### src/hdl/cidracl_pkg.sv
`default_nettype none
// ----------------------------------------------------------------------------
// cidracl_pkg
// Shared types and constants of the prefix access list matcher: operation
// codes, family prefix limits, and the controller/datapath command and status.
// ----------------------------------------------------------------------------
package cidracl_pkg;

    typedef enum logic [1:0] {
        OP_CHECK  = 2'd0,
        OP_WRITE  = 2'd1,
        OP_REMOVE = 2'd2,
        OP_CLEAR  = 2'd3
    } op_t;

    localparam logic [7:0] V4_MAX_PLEN = 8'd32;
    localparam logic [7:0] V6_MAX_PLEN = 8'd128;
    localparam int         ADDR_BITS   = 128;
    localparam int         OUT_IDX_W   = 4;
    localparam int         OUT_CNT_W   = 5;

    typedef struct packed {
        logic capture;      // word accepted: latch request, update table, clear votes
        logic issue;        // read the rule at the walk pointer and advance
        logic load_result;  // move the verdict into the output register
    } dp_cmd_t;

    typedef struct packed {
        logic last_issue;   // walk pointer sits on the final slot
    } dp_status_t;

endpackage
`default_nettype wire

### src/hdl/cidracl_ram.sv
`default_nettype none
// ----------------------------------------------------------------------------
// cidracl_ram
// Generic single write port, single read port RAM with registered read data.
// ----------------------------------------------------------------------------
module cidracl_ram #(
    parameter int WIDTH = 8,
    parameter int DEPTH = 16
) (
    input  wire logic                                  aclk,
    input  wire logic                                  we,
    input  wire logic [(DEPTH > 1 ? $clog2(DEPTH) : 1)-1:0] waddr,
    input  wire logic [WIDTH-1:0]                      wdata,
    input  wire logic                                  re,
    input  wire logic [(DEPTH > 1 ? $clog2(DEPTH) : 1)-1:0] raddr,
    output logic      [WIDTH-1:0]                      rdata
);

    logic [WIDTH-1:0] mem_reg [DEPTH];

    always_ff @(posedge aclk) begin
        if (we) begin
            mem_reg[waddr] <= wdata;
        end
        if (re) begin
            rdata <= mem_reg[raddr];
        end
    end

endmodule
`default_nettype wire

### src/hdl/cidracl_ctrl.sv
`default_nettype none
// ----------------------------------------------------------------------------
// cidracl_ctrl
// Sequencer: accepts one word at a time, runs the table walk for checks and
// hands the verdict to the output register.
// ----------------------------------------------------------------------------
module cidracl_ctrl (
    input  wire logic                    aclk,
    input  wire logic                    aresetn,
    input  wire logic                    s_valid,
    output logic                         s_ready,
    input  wire logic [1:0]              s_operation,
    output logic                         m_valid,
    input  wire logic                    m_ready,
    output cidracl_pkg::dp_cmd_t         cmd,
    input  wire cidracl_pkg::dp_status_t status
);
    import cidracl_pkg::*;

    typedef enum logic [1:0] {
        ST_IDLE,
        ST_WALK,
        ST_DRAIN,
        ST_FINISH
    } state_t;

    state_t state_reg, state_next;
    logic   m_valid_reg, m_valid_next;
    logic   accept;
    logic   out_free;

    assign s_ready  = (state_reg == ST_IDLE);
    assign accept   = s_valid && s_ready;
    assign out_free = !m_valid_reg || m_ready;
    assign m_valid  = m_valid_reg;

    always_comb begin
        state_next      = state_reg;
        m_valid_next    = m_valid_reg && !m_ready;
        cmd             = '0;
        cmd.capture     = accept;
        case (state_reg)
            ST_IDLE: begin
                if (accept) begin
                    if (op_t'(s_operation) == OP_CHECK) begin
                        state_next = ST_WALK;
                    end else begin
                        state_next = ST_FINISH;
                    end
                end
            end
            ST_WALK: begin
                cmd.issue = 1'b1;
                if (status.last_issue) begin
                    state_next = ST_DRAIN;
                end
            end
            ST_DRAIN: begin
                // last rule read is evaluated this cycle
                state_next = ST_FINISH;
            end
            ST_FINISH: begin
                if (out_free) begin
                    cmd.load_result = 1'b1;
                    m_valid_next    = 1'b1;
                    state_next      = ST_IDLE;
                end
            end
            default: begin
                state_next = ST_IDLE;
            end
        endcase
    end

    always_ff @(posedge aclk) begin
        if (!aresetn) begin
            state_reg   <= ST_IDLE;
            m_valid_reg <= 1'b0;
        end else begin
            state_reg   <= state_next;
            m_valid_reg <= m_valid_next;
        end
    end

endmodule
`default_nettype wire

### src/hdl/cidracl_dp.sv
`default_nettype none
// ----------------------------------------------------------------------------
// cidracl_dp
// Rule table and match datapath: occupancy flags, rule RAM, walk pointer,
// one-rule-per-cycle prefix compare and the deny/allow vote registers.
// ----------------------------------------------------------------------------
module cidracl_dp #(
    parameter int RULE_SLOTS   = 16,
    parameter int APP_TAG_BITS = 8
) (
    input  wire logic                    aclk,
    input  wire logic                    aresetn,
    input  wire cidracl_pkg::dp_cmd_t    cmd,
    output cidracl_pkg::dp_status_t      status,
    input  wire logic [1:0]              s_operation,
    input  wire logic [3:0]              s_rule_index,
    input  wire logic [63:0]             s_addr_hi,
    input  wire logic [63:0]             s_addr_lo,
    input  wire logic                    s_is_ipv6,
    input  wire logic [7:0]              s_prefix_len,
    input  wire logic                    s_deny_action,
    input  wire logic [7:0]              s_app_tag,
    output logic                         m_allowed,
    output logic                         m_rule_matched,
    output logic [3:0]                   m_matched_index,
    output logic [4:0]                   m_rule_count
);
    import cidracl_pkg::*;

    localparam int IDX_W = (RULE_SLOTS > 1) ? $clog2(RULE_SLOTS) : 1;
    localparam int TAG_W = (APP_TAG_BITS < 8) ? APP_TAG_BITS : 8;
    localparam int CNT_W = $clog2(RULE_SLOTS + 1);
    localparam int ENT_W = ADDR_BITS + 3 + 8 + TAG_W;

    // table state
    logic [RULE_SLOTS-1:0] occ_reg, occ_next;
    logic [CNT_W-1:0]      count_reg, count_next;

    // latched request
    logic [ADDR_BITS-1:0]  req_addr_reg;
    logic                  req_v6_reg;
    logic [TAG_W-1:0]      req_tag_reg;

    // walk and votes
    logic [IDX_W-1:0]      rd_idx_reg;
    logic [IDX_W-1:0]      eval_idx_reg;
    logic                  eval_vld_reg;
    logic                  have_deny_reg, have_allow_reg;
    logic [IDX_W-1:0]      deny_idx_reg, allow_idx_reg;

    // result register
    logic                  allowed_reg, matched_reg;
    logic [IDX_W-1:0]      midx_reg;
    logic [CNT_W-1:0]      rcount_reg;

    // write side
    op_t                   op;
    logic [31:0]           idx_wide;
    logic [IDX_W-1:0]      wr_slot;
    logic                  in_range;
    logic                  plen_ok;
    logic                  ram_we;
    logic [ENT_W-1:0]      ram_wdata;
    logic [ENT_W-1:0]      ram_rdata;

    // read side
    logic [ADDR_BITS-1:0]  ent_addr;
    logic                  ent_valid, ent_v6, ent_deny;
    logic [7:0]            ent_plen;
    logic [TAG_W-1:0]      ent_tag;
    logic [ADDR_BITS-1:0]  pfx_mask;
    logic                  hit;
    logic [IDX_W-1:0]      sel_idx;
    logic [31:0]           midx_wide;
    logic [31:0]           cnt_wide;

    assign op       = op_t'(s_operation);
    assign idx_wide = 32'(s_rule_index);
    assign wr_slot  = idx_wide[IDX_W-1:0];
    assign in_range = (idx_wide < 32'(RULE_SLOTS));
    assign plen_ok  = s_is_ipv6 ? (s_prefix_len <= V6_MAX_PLEN)
                                : (s_prefix_len <= V4_MAX_PLEN);
    assign ram_we   = cmd.capture && (op == OP_WRITE) && in_range;
    assign ram_wdata = {s_addr_hi, s_addr_lo, plen_ok, s_is_ipv6, s_deny_action,
                        s_prefix_len, s_app_tag[TAG_W-1:0]};

    cidracl_ram #(
        .WIDTH (ENT_W),
        .DEPTH (RULE_SLOTS)
    ) u_rules (
        .aclk  (aclk),
        .we    (ram_we),
        .waddr (wr_slot),
        .wdata (ram_wdata),
        .re    (cmd.issue),
        .raddr (rd_idx_reg),
        .rdata (ram_rdata)
    );

    assign {ent_addr, ent_valid, ent_v6, ent_deny, ent_plen, ent_tag} = ram_rdata;

    // thermometer mask: top ent_plen bits set
    always_comb begin
        for (int j = 0; j < ADDR_BITS; j++) begin
            pfx_mask[ADDR_BITS-1-j] = (8'(j) < ent_plen);
        end
    end

    assign hit = eval_vld_reg && occ_reg[eval_idx_reg] && ent_valid
              && (ent_v6 == req_v6_reg)
              && ((ent_tag == '0) || (ent_tag == req_tag_reg))
              && (((ent_addr ^ req_addr_reg) & pfx_mask) == '0);

    assign status.last_issue = (rd_idx_reg == IDX_W'(RULE_SLOTS - 1));

    always_comb begin
        occ_next   = occ_reg;
        count_next = count_reg;
        if (cmd.capture) begin
            case (op)
                OP_WRITE: begin
                    if (in_range) begin
                        occ_next[wr_slot] = 1'b1;
                        if (!occ_reg[wr_slot]) begin
                            count_next = count_reg + CNT_W'(1);
                        end
                    end
                end
                OP_REMOVE: begin
                    if (in_range && occ_reg[wr_slot]) begin
                        occ_next[wr_slot] = 1'b0;
                        count_next        = count_reg - CNT_W'(1);
                    end
                end
                OP_CLEAR: begin
                    occ_next   = '0;
                    count_next = '0;
                end
                default: begin
                end
            endcase
        end
    end

    always_ff @(posedge aclk) begin
        if (!aresetn) begin
            occ_reg      <= '0;
            count_reg    <= '0;
            eval_vld_reg <= 1'b0;
        end else begin
            occ_reg      <= occ_next;
            count_reg    <= count_next;
            eval_vld_reg <= cmd.issue;
        end
    end

    always_ff @(posedge aclk) begin
        if (cmd.capture) begin
            req_addr_reg   <= {s_addr_hi, s_addr_lo};
            req_v6_reg     <= s_is_ipv6;
            req_tag_reg    <= s_app_tag[TAG_W-1:0];
            rd_idx_reg     <= '0;
            have_deny_reg  <= 1'b0;
            have_allow_reg <= 1'b0;
            deny_idx_reg   <= '0;
            allow_idx_reg  <= '0;
        end else begin
            if (cmd.issue) begin
                rd_idx_reg <= rd_idx_reg + IDX_W'(1);
            end
            // first deny wins, last allow wins
            if (hit && ent_deny && !have_deny_reg) begin
                have_deny_reg <= 1'b1;
                deny_idx_reg  <= eval_idx_reg;
            end
            if (hit && !ent_deny) begin
                have_allow_reg <= 1'b1;
                allow_idx_reg  <= eval_idx_reg;
            end
        end
        if (cmd.issue) begin
            eval_idx_reg <= rd_idx_reg;
        end
    end

    always_comb begin
        if (have_deny_reg) begin
            sel_idx = deny_idx_reg;
        end else if (have_allow_reg) begin
            sel_idx = allow_idx_reg;
        end else begin
            sel_idx = '0;
        end
    end

    // hold the count with the verdict so a waiting result stays put
    always_ff @(posedge aclk) begin
        if (cmd.load_result) begin
            allowed_reg <= !have_deny_reg;
            matched_reg <= have_deny_reg || have_allow_reg;
            midx_reg    <= sel_idx;
            rcount_reg  <= count_reg;
        end
    end

    assign midx_wide       = 32'(midx_reg);
    assign cnt_wide        = 32'(rcount_reg);
    assign m_allowed       = allowed_reg;
    assign m_rule_matched  = matched_reg;
    assign m_matched_index = midx_wide[OUT_IDX_W-1:0];
    assign m_rule_count    = cnt_wide[OUT_CNT_W-1:0];

endmodule
`default_nettype wire

### src/hdl/cidr_acl_deny_first_matcher.sv
`default_nettype none
// ----------------------------------------------------------------------------
// cidr_acl_deny_first_matcher
// IP prefix access list with deny-first matching: write, remove and clear
// maintain the rule table; a check walks it and returns the verdict.
//
//   channel  direction  handshake          payload
//   s_       in         s_valid / s_ready  operation, rule_index, addr_hi,
//                                          addr_lo, is_ipv6, prefix_len,
//                                          deny_action, app_tag
//   m_       out        m_valid / m_ready  allowed, rule_matched,
//                                          matched_index, rule_count
//
// A check raises m_valid after the walk: one rule RAM read per cycle, then
// the last read is scored in the drain state and the result is loaded once
// the output is free. Write, remove and clear go straight to the load. s_ready
// returns the cycle after the load, so a new word is taken only once the last
// one's result is loaded. A result waiting on m_ready does not block the next
// accept, only the next load. Reset clears the occupancy flags at once.
// ----------------------------------------------------------------------------
module cidr_acl_deny_first_matcher #(
    parameter int RULE_SLOTS   = 16,
    parameter int APP_TAG_BITS = 8
) (
    input  wire logic        aclk,
    input  wire logic        aresetn,
    input  wire logic        s_valid,
    output logic             s_ready,
    input  wire logic [1:0]  s_operation,
    input  wire logic [3:0]  s_rule_index,
    input  wire logic [63:0] s_addr_hi,
    input  wire logic [63:0] s_addr_lo,
    input  wire logic        s_is_ipv6,
    input  wire logic [7:0]  s_prefix_len,
    input  wire logic        s_deny_action,
    input  wire logic [7:0]  s_app_tag,
    output logic             m_valid,
    input  wire logic        m_ready,
    output logic             m_allowed,
    output logic             m_rule_matched,
    output logic [3:0]       m_matched_index,
    output logic [4:0]       m_rule_count
);
    import cidracl_pkg::*;

    dp_cmd_t    cmd;
    dp_status_t status;

    cidracl_ctrl u_ctrl (
        .aclk        (aclk),
        .aresetn     (aresetn),
        .s_valid     (s_valid),
        .s_ready     (s_ready),
        .s_operation (s_operation),
        .m_valid     (m_valid),
        .m_ready     (m_ready),
        .cmd         (cmd),
        .status      (status)
    );

    cidracl_dp #(
        .RULE_SLOTS   (RULE_SLOTS),
        .APP_TAG_BITS (APP_TAG_BITS)
    ) u_dp (
        .aclk            (aclk),
        .aresetn         (aresetn),
        .cmd             (cmd),
        .status          (status),
        .s_operation     (s_operation),
        .s_rule_index    (s_rule_index),
        .s_addr_hi       (s_addr_hi),
        .s_addr_lo       (s_addr_lo),
        .s_is_ipv6       (s_is_ipv6),
        .s_prefix_len    (s_prefix_len),
        .s_deny_action   (s_deny_action),
        .s_app_tag       (s_app_tag),
        .m_allowed       (m_allowed),
        .m_rule_matched  (m_rule_matched),
        .m_matched_index (m_matched_index),
        .m_rule_count    (m_rule_count)
    );

endmodule
`default_nettype wire
### config.mk
export PLATFORM = sky130hd
export DESIGN_NAME = cidr_acl_deny_first_matcher
export DESIGN_NICKNAME = d
export VERILOG_FILES = /design/src/hdl/cidracl_pkg.sv /design/src/hdl/cidracl_ram.sv /design/src/hdl/cidracl_ctrl.sv /design/src/hdl/cidracl_dp.sv /design/src/hdl/cidr_acl_deny_first_matcher.sv
export SDC_FILE = /design/constraint.sdc
export NUM_CORES = 2
export LEC_CHECK = 0
export BUFFER_PORTS_ARGS = -buffer_cell sky130_fd_sc_hd__buf_2
export CAP_MARGIN = 15
export CORE_MARGIN = 3
export CORE_UTILIZATION = 50
export CTS_BUF_LIST = sky130_fd_sc_hd__clkbuf_16
export CTS_CLUSTER_DIAMETER = 80
export DETAILED_ROUTE_END_ITERATION = 12
export GPL_TIMING_DRIVEN = 0
export PLACE_DENSITY = 0.66
export SYNTH_ARGS = -nofsm -noshare
export SYNTH_HDL_FRONTEND = slang
export SYNTH_HIERARCHICAL = 1
export SYNTH_SLANG_ARGS = --single-unit
export TNS_END_PERCENT = 20
### constraint.sdc
create_clock -name aclk -period 30.7 [get_ports aclk]
set_input_delay 7.675 -clock aclk [delete_from_list [all_inputs] [get_ports aclk]]
set_output_delay 7.675 -clock aclk [all_outputs]
set_load 0.01 [all_outputs]
==> flow_metrics.tcl <==
set metrics [dict create \
    run_status "completed" \
    layout-drive-gt1-share 0.274 \
    required_ns 31.30 \
    insertion_delay_of_the_later_clocked_pin_in_the_worst_skew_pair_ns 0.93 \
    final_design_area_no_fill_mm2 0.119 \
    largest_register_ffs 2352 \
    cts_tree "yes" \
    cp-start-kind "input port" \
    post-route-drc-count 0 \
    maxSlewViolCount 0 \
    power.switching_uw 2440 \
    die_h_um 459 \
    synth.distinct_cells 77 \
    dp_hpwl_mm 175 \
    rr_startpoint "u_ctrl/state_reg[0]$_SDFFE_PN0P_" \
    dp_slack_ns 18.52 \
    synth_compound_gate_area_share 0.0375 \
    synth_simple_gate_area_share 0.0173 \
    grt_usage 0.256 \
    postCtsSetupRepairBufs 0 \
    synth_nets 4820 \
    worst_slew_pin_slew_ns 1.25 \
    path_clk_slew_ns 0.06 \
    clock-root-buffer "sky130_fd_sc_hd__clkbuf_16" \
    post-route-period-util 0.368 \
    place.detailed.instances 7676 \
    max_freq_mhz 88.5 \
    yosys.area_share.adder 0.00137 \
    synthesis.instances 4655 \
    area_growth_pct 15.9 \
    fin_hold_ws_ns 0.460 \
    reg2reg_to "u_dp/u_rules/mem_reg[12][58]$_DFFE_PP_" \
    cellInternalPower_uw 6820 \
    timing.setup.critical_path_class "in -> reg" \
    syn_area_per_cell_um2 22.0 \
    post_drt_wl_per_cell_um 32.6 \
    power_density_mw_per_mm2 78.0 \
    initial_utilization 0.505 \
    num-nets-final 5460 \
    detail_route.iter0.violations 6689 \
    initial_antenna_violation_count 60 \
    cts.sinks 2690 \
    post_synth_mux_area_share 0.132 \
    grt_setup_unrepaired "false" \
    crit_path_depth 16 \
    comb_power_share 0.185 \
    hp-class "reg -> reg" \
    final-hold-violation-count 0 \
    io_pins 169 \
    die_x_um 459 \
    fp.coreArea_mm2 0.203 \
    capturing_element_type_of_the_critical_path "register" \
    post-route-util 0.585 \
    number_of_cell_rows 165 \
    netSwitchingFraction 0.263 \
    r2r_slack_ns 25.46 \
    clock_skew_ns 0.0553 \
    endpoint "u_dp/u_rules/mem_reg[12][58]$_DFFE_PP_" \
    sequential_element_share_of_the_synthesized_area 0.785 \
    leading_register_cell_type_out_of_synthesis "sky130_fd_sc_hd__edfxtp_1" \
    detail_route.first_pass.iterations 6 \
    timing.max_slew.rel_slack 0.160 \
    final.min_clock_period_ns 11.30 \
    crit_top_cell "sky130_fd_sc_hd__buf_6" \
    cpPeakStageDelay_ns 0.81 \
    final_cell_count_no_fill 8190 \
    total_of_flip_flops_plus_latches_after_synthesis 2690 \
    share_of_flip_flops_with_an_asynchronous_set_or_reset 0 \
    dr_total_vias 51700 \
    floorplan.die_area_mm2 0.210 \
    critPathArrivalTime_ns 11.90 \
    ant_nets_after_route 0 \
    yosys_warnings 6 \
    cp_cell_sequence "buf_2 > and2_1 > buf_8 > clkbuf_8 > nand2_1 > nor2_1 > nand3_1 > nor3_2 > buf_6 > buf_6 > buf_6 > buf_6 > buf_6 > buf_6 > buf_6 > buf_6" \
    setup_slack_ns 19.40 \
    first_global_vias 51500 \
    critical_path.startpoint "s_valid" \
    placedInstanceArea_mm2 0.110 \
    cts-root-to-sink-buffers 4 \
    cp_max_fo 63 \
    r2r_cells 17 \
    grt_overflow_total 0 \
    irDropWorstVdd_uv 62.8 \
    cpLargestDelayFamily "buffers and inverters" \
    buffer_ports.inserted 168 \
    mappedNetlistArea_mm2 0.102 \
    dominant_combinational_cell_family_by_area_after_synthesis "multiplexers" \
    clock_power_share 0.355 \
    p_leak_uw 0.0377 \
    synth-edff-count 2651 \
    h-tree-depth 5 \
    vias_per_cell 6.31 \
    finalSetupViolations 0 \
    crit_path_top_delay_cell "sky130_fd_sc_hd__nor3_2" \
    routed_wirelength_mm 267 \
    global_route_wire_length_before_repair_mm 382 \
    power.share.sequential 0.460 \
    grt_start_max_net_pins 77 \
    ctsResizeCount 0 \
    maxCapViolCount 0 \
    layout.filler_cells 14300 \
    hold_buffers 0 \
    gp_routability_congestion 0.937 \
    synthXorXnorAreaFrac 0.0121 \
    cts_buffers 288 \
    worst-path-buf-inv 11 \
]
## worst min path at each step
stage,cells after the start,to,start
2_1_floorplan,0,u_dp/m_rule_count[4]$_DFFE_PP_,u_dp/count_reg[4]$_SDFFE_PN0P_
3_3_place_gp,0,u_dp/m_rule_count[4]$_DFFE_PP_,u_dp/count_reg[4]$_SDFFE_PN0P_
3_5_place_dp,0,u_dp/m_rule_count[3]$_DFFE_PP_,u_dp/count_reg[3]$_SDFFE_PN0P_
4_1_cts,0,u_dp/m_rule_count[4]$_DFFE_PP_,u_dp/count_reg[4]$_SDFFE_PN0P_
5_1_grt,2,u_dp/deny_idx_reg[3]$_SDFFE_PP0P_,u_dp/deny_idx_reg[3]$_SDFFE_PP0P_
6_report,0,u_dp/m_rule_count[4]$_DFFE_PP_,u_dp/count_reg[4]$_SDFFE_PN0P_
## placed cells by master (no fill, tap or decap), types with 40 or more instances in the layout
| master | Yosys | layout |
|---|---|---|
| sky130_fd_sc_hd__edfxtp_1 | 2651 | 2651 |
| sky130_fd_sc_hd__mux4_2 | 565 | 565 |
| sky130_fd_sc_hd__clkbuf_16 | 0 | 299 |
| sky130_fd_sc_hd__buf_2 | 108 | 276 |
| sky130_fd_sc_hd__a22oi_1 | 262 | 262 |
| sky130_fd_sc_hd__nand2_1 | 157 | 157 |
| sky130_fd_sc_hd__a21oi_1 | 146 | 146 |
| sky130_fd_sc_hd__buf_6 | 41 | 115 |
| sky130_fd_sc_hd__xnor2_1 | 97 | 97 |
| sky130_fd_sc_hd__mux2i_1 | 80 | 80 |
| sky130_fd_sc_hd__buf_12 | 0 | 75 |
| sky130_fd_sc_hd__inv_1 | 11 | 73 |
| sky130_fd_sc_hd__clkinv_1 | 2 | 64 |
| sky130_fd_sc_hd__clkbuf_1 | 60 | 58 |
| sky130_fd_sc_hd__xor2_1 | 45 | 45 |
| sky130_fd_sc_hd__nor2_1 | 55 | 41 |
| sky130_fd_sc_hd__clkinv_2 | 0 | 40 |
## power by group through the flow
stage / clock [uW] / combinational, uW / sequential (uW)
floorplan: 0 / 1070 / 4350
global placement: 0 / 1670 / 4380
detailed placement: 0 / 1710 / 4340
CTS: 3330 / 1710 / 4260
global route: 3480 / 1800 / 4270
finish: 3280 / 1710 / 4260
## final cells by class
type / count / area [um2] / share of cell area
sequential: 2690 / 80400 / 0.677
multi-input combinational: 1713 / 20700 / 0.174
clock buffer: 299 / 7480 / 0.0630
timing repair buffer: 350 / 3890 / 0.0327
tap: 2672 / 3340 / 0.0282
buffer: 239 / 1460 / 0.0123
clock inverter: 196 / 1420 / 0.0119
inverter: 13 / 48.8 / 0.000411
antenna: 18 / 45.0 / 0.000379
## Yosys cell counts (all sizes together) (5+ instances only)
master,count,area (um2)
a31oi,13,81.3
ha,8,100
inv,11,41.3
xor2,45,394
and2,6,37.5
a21oi,147,739
nand4,16,113
nand2,157,589
nor2b,19,119
edfxtp,2651,79600
o211ai,19,143
dfxtp,39,781
nand3,15,80.1
o21ai,42,210
nor2,55,206
o2111ai,5,43.8
xnor2,97,850
buf,174,1160
a22oi,262,1970
o22ai,25,156
clkbuf,65,285
o31ai,10,80.1
mux4,565,12700
nand2b,11,68.8
nor4,21,174
nor3,14,70.1
and3,6,37.5
mux2i,80,801
a211oi,24,185
## cell families (layout without fill, tap and decap cells)
logic type	Yosys count	in the layout
xor gates and xnor gates	142	142
muxes	645	645
and+or+nand+nor	344	344
DFF	2690	2690
buffers and inverters	252	1097
adders and majority gates	11	11
AOI/OAI and AO/OA	571	571
other	0	18
## metrics by stage
step                total power, uW  TNS [ns]
finish                         9260         0
global route                   9550         0
CTS                            9310         0
detailed placement             6050         0
global placement               6050  -2504.26
floorplan                      5410         0
## layer usage
| metal | wire [um] | GRT usage |
|---|---|---|
| met5 | 94 | 0 |
| met4 | 9900 | 0.0894 |
| met3 | 26000 | 0.0560 |
| met2 | 128000 | 0.401 |
| met1 | 104000 | 0.359 |
Power figures use the tool's default switching activity.
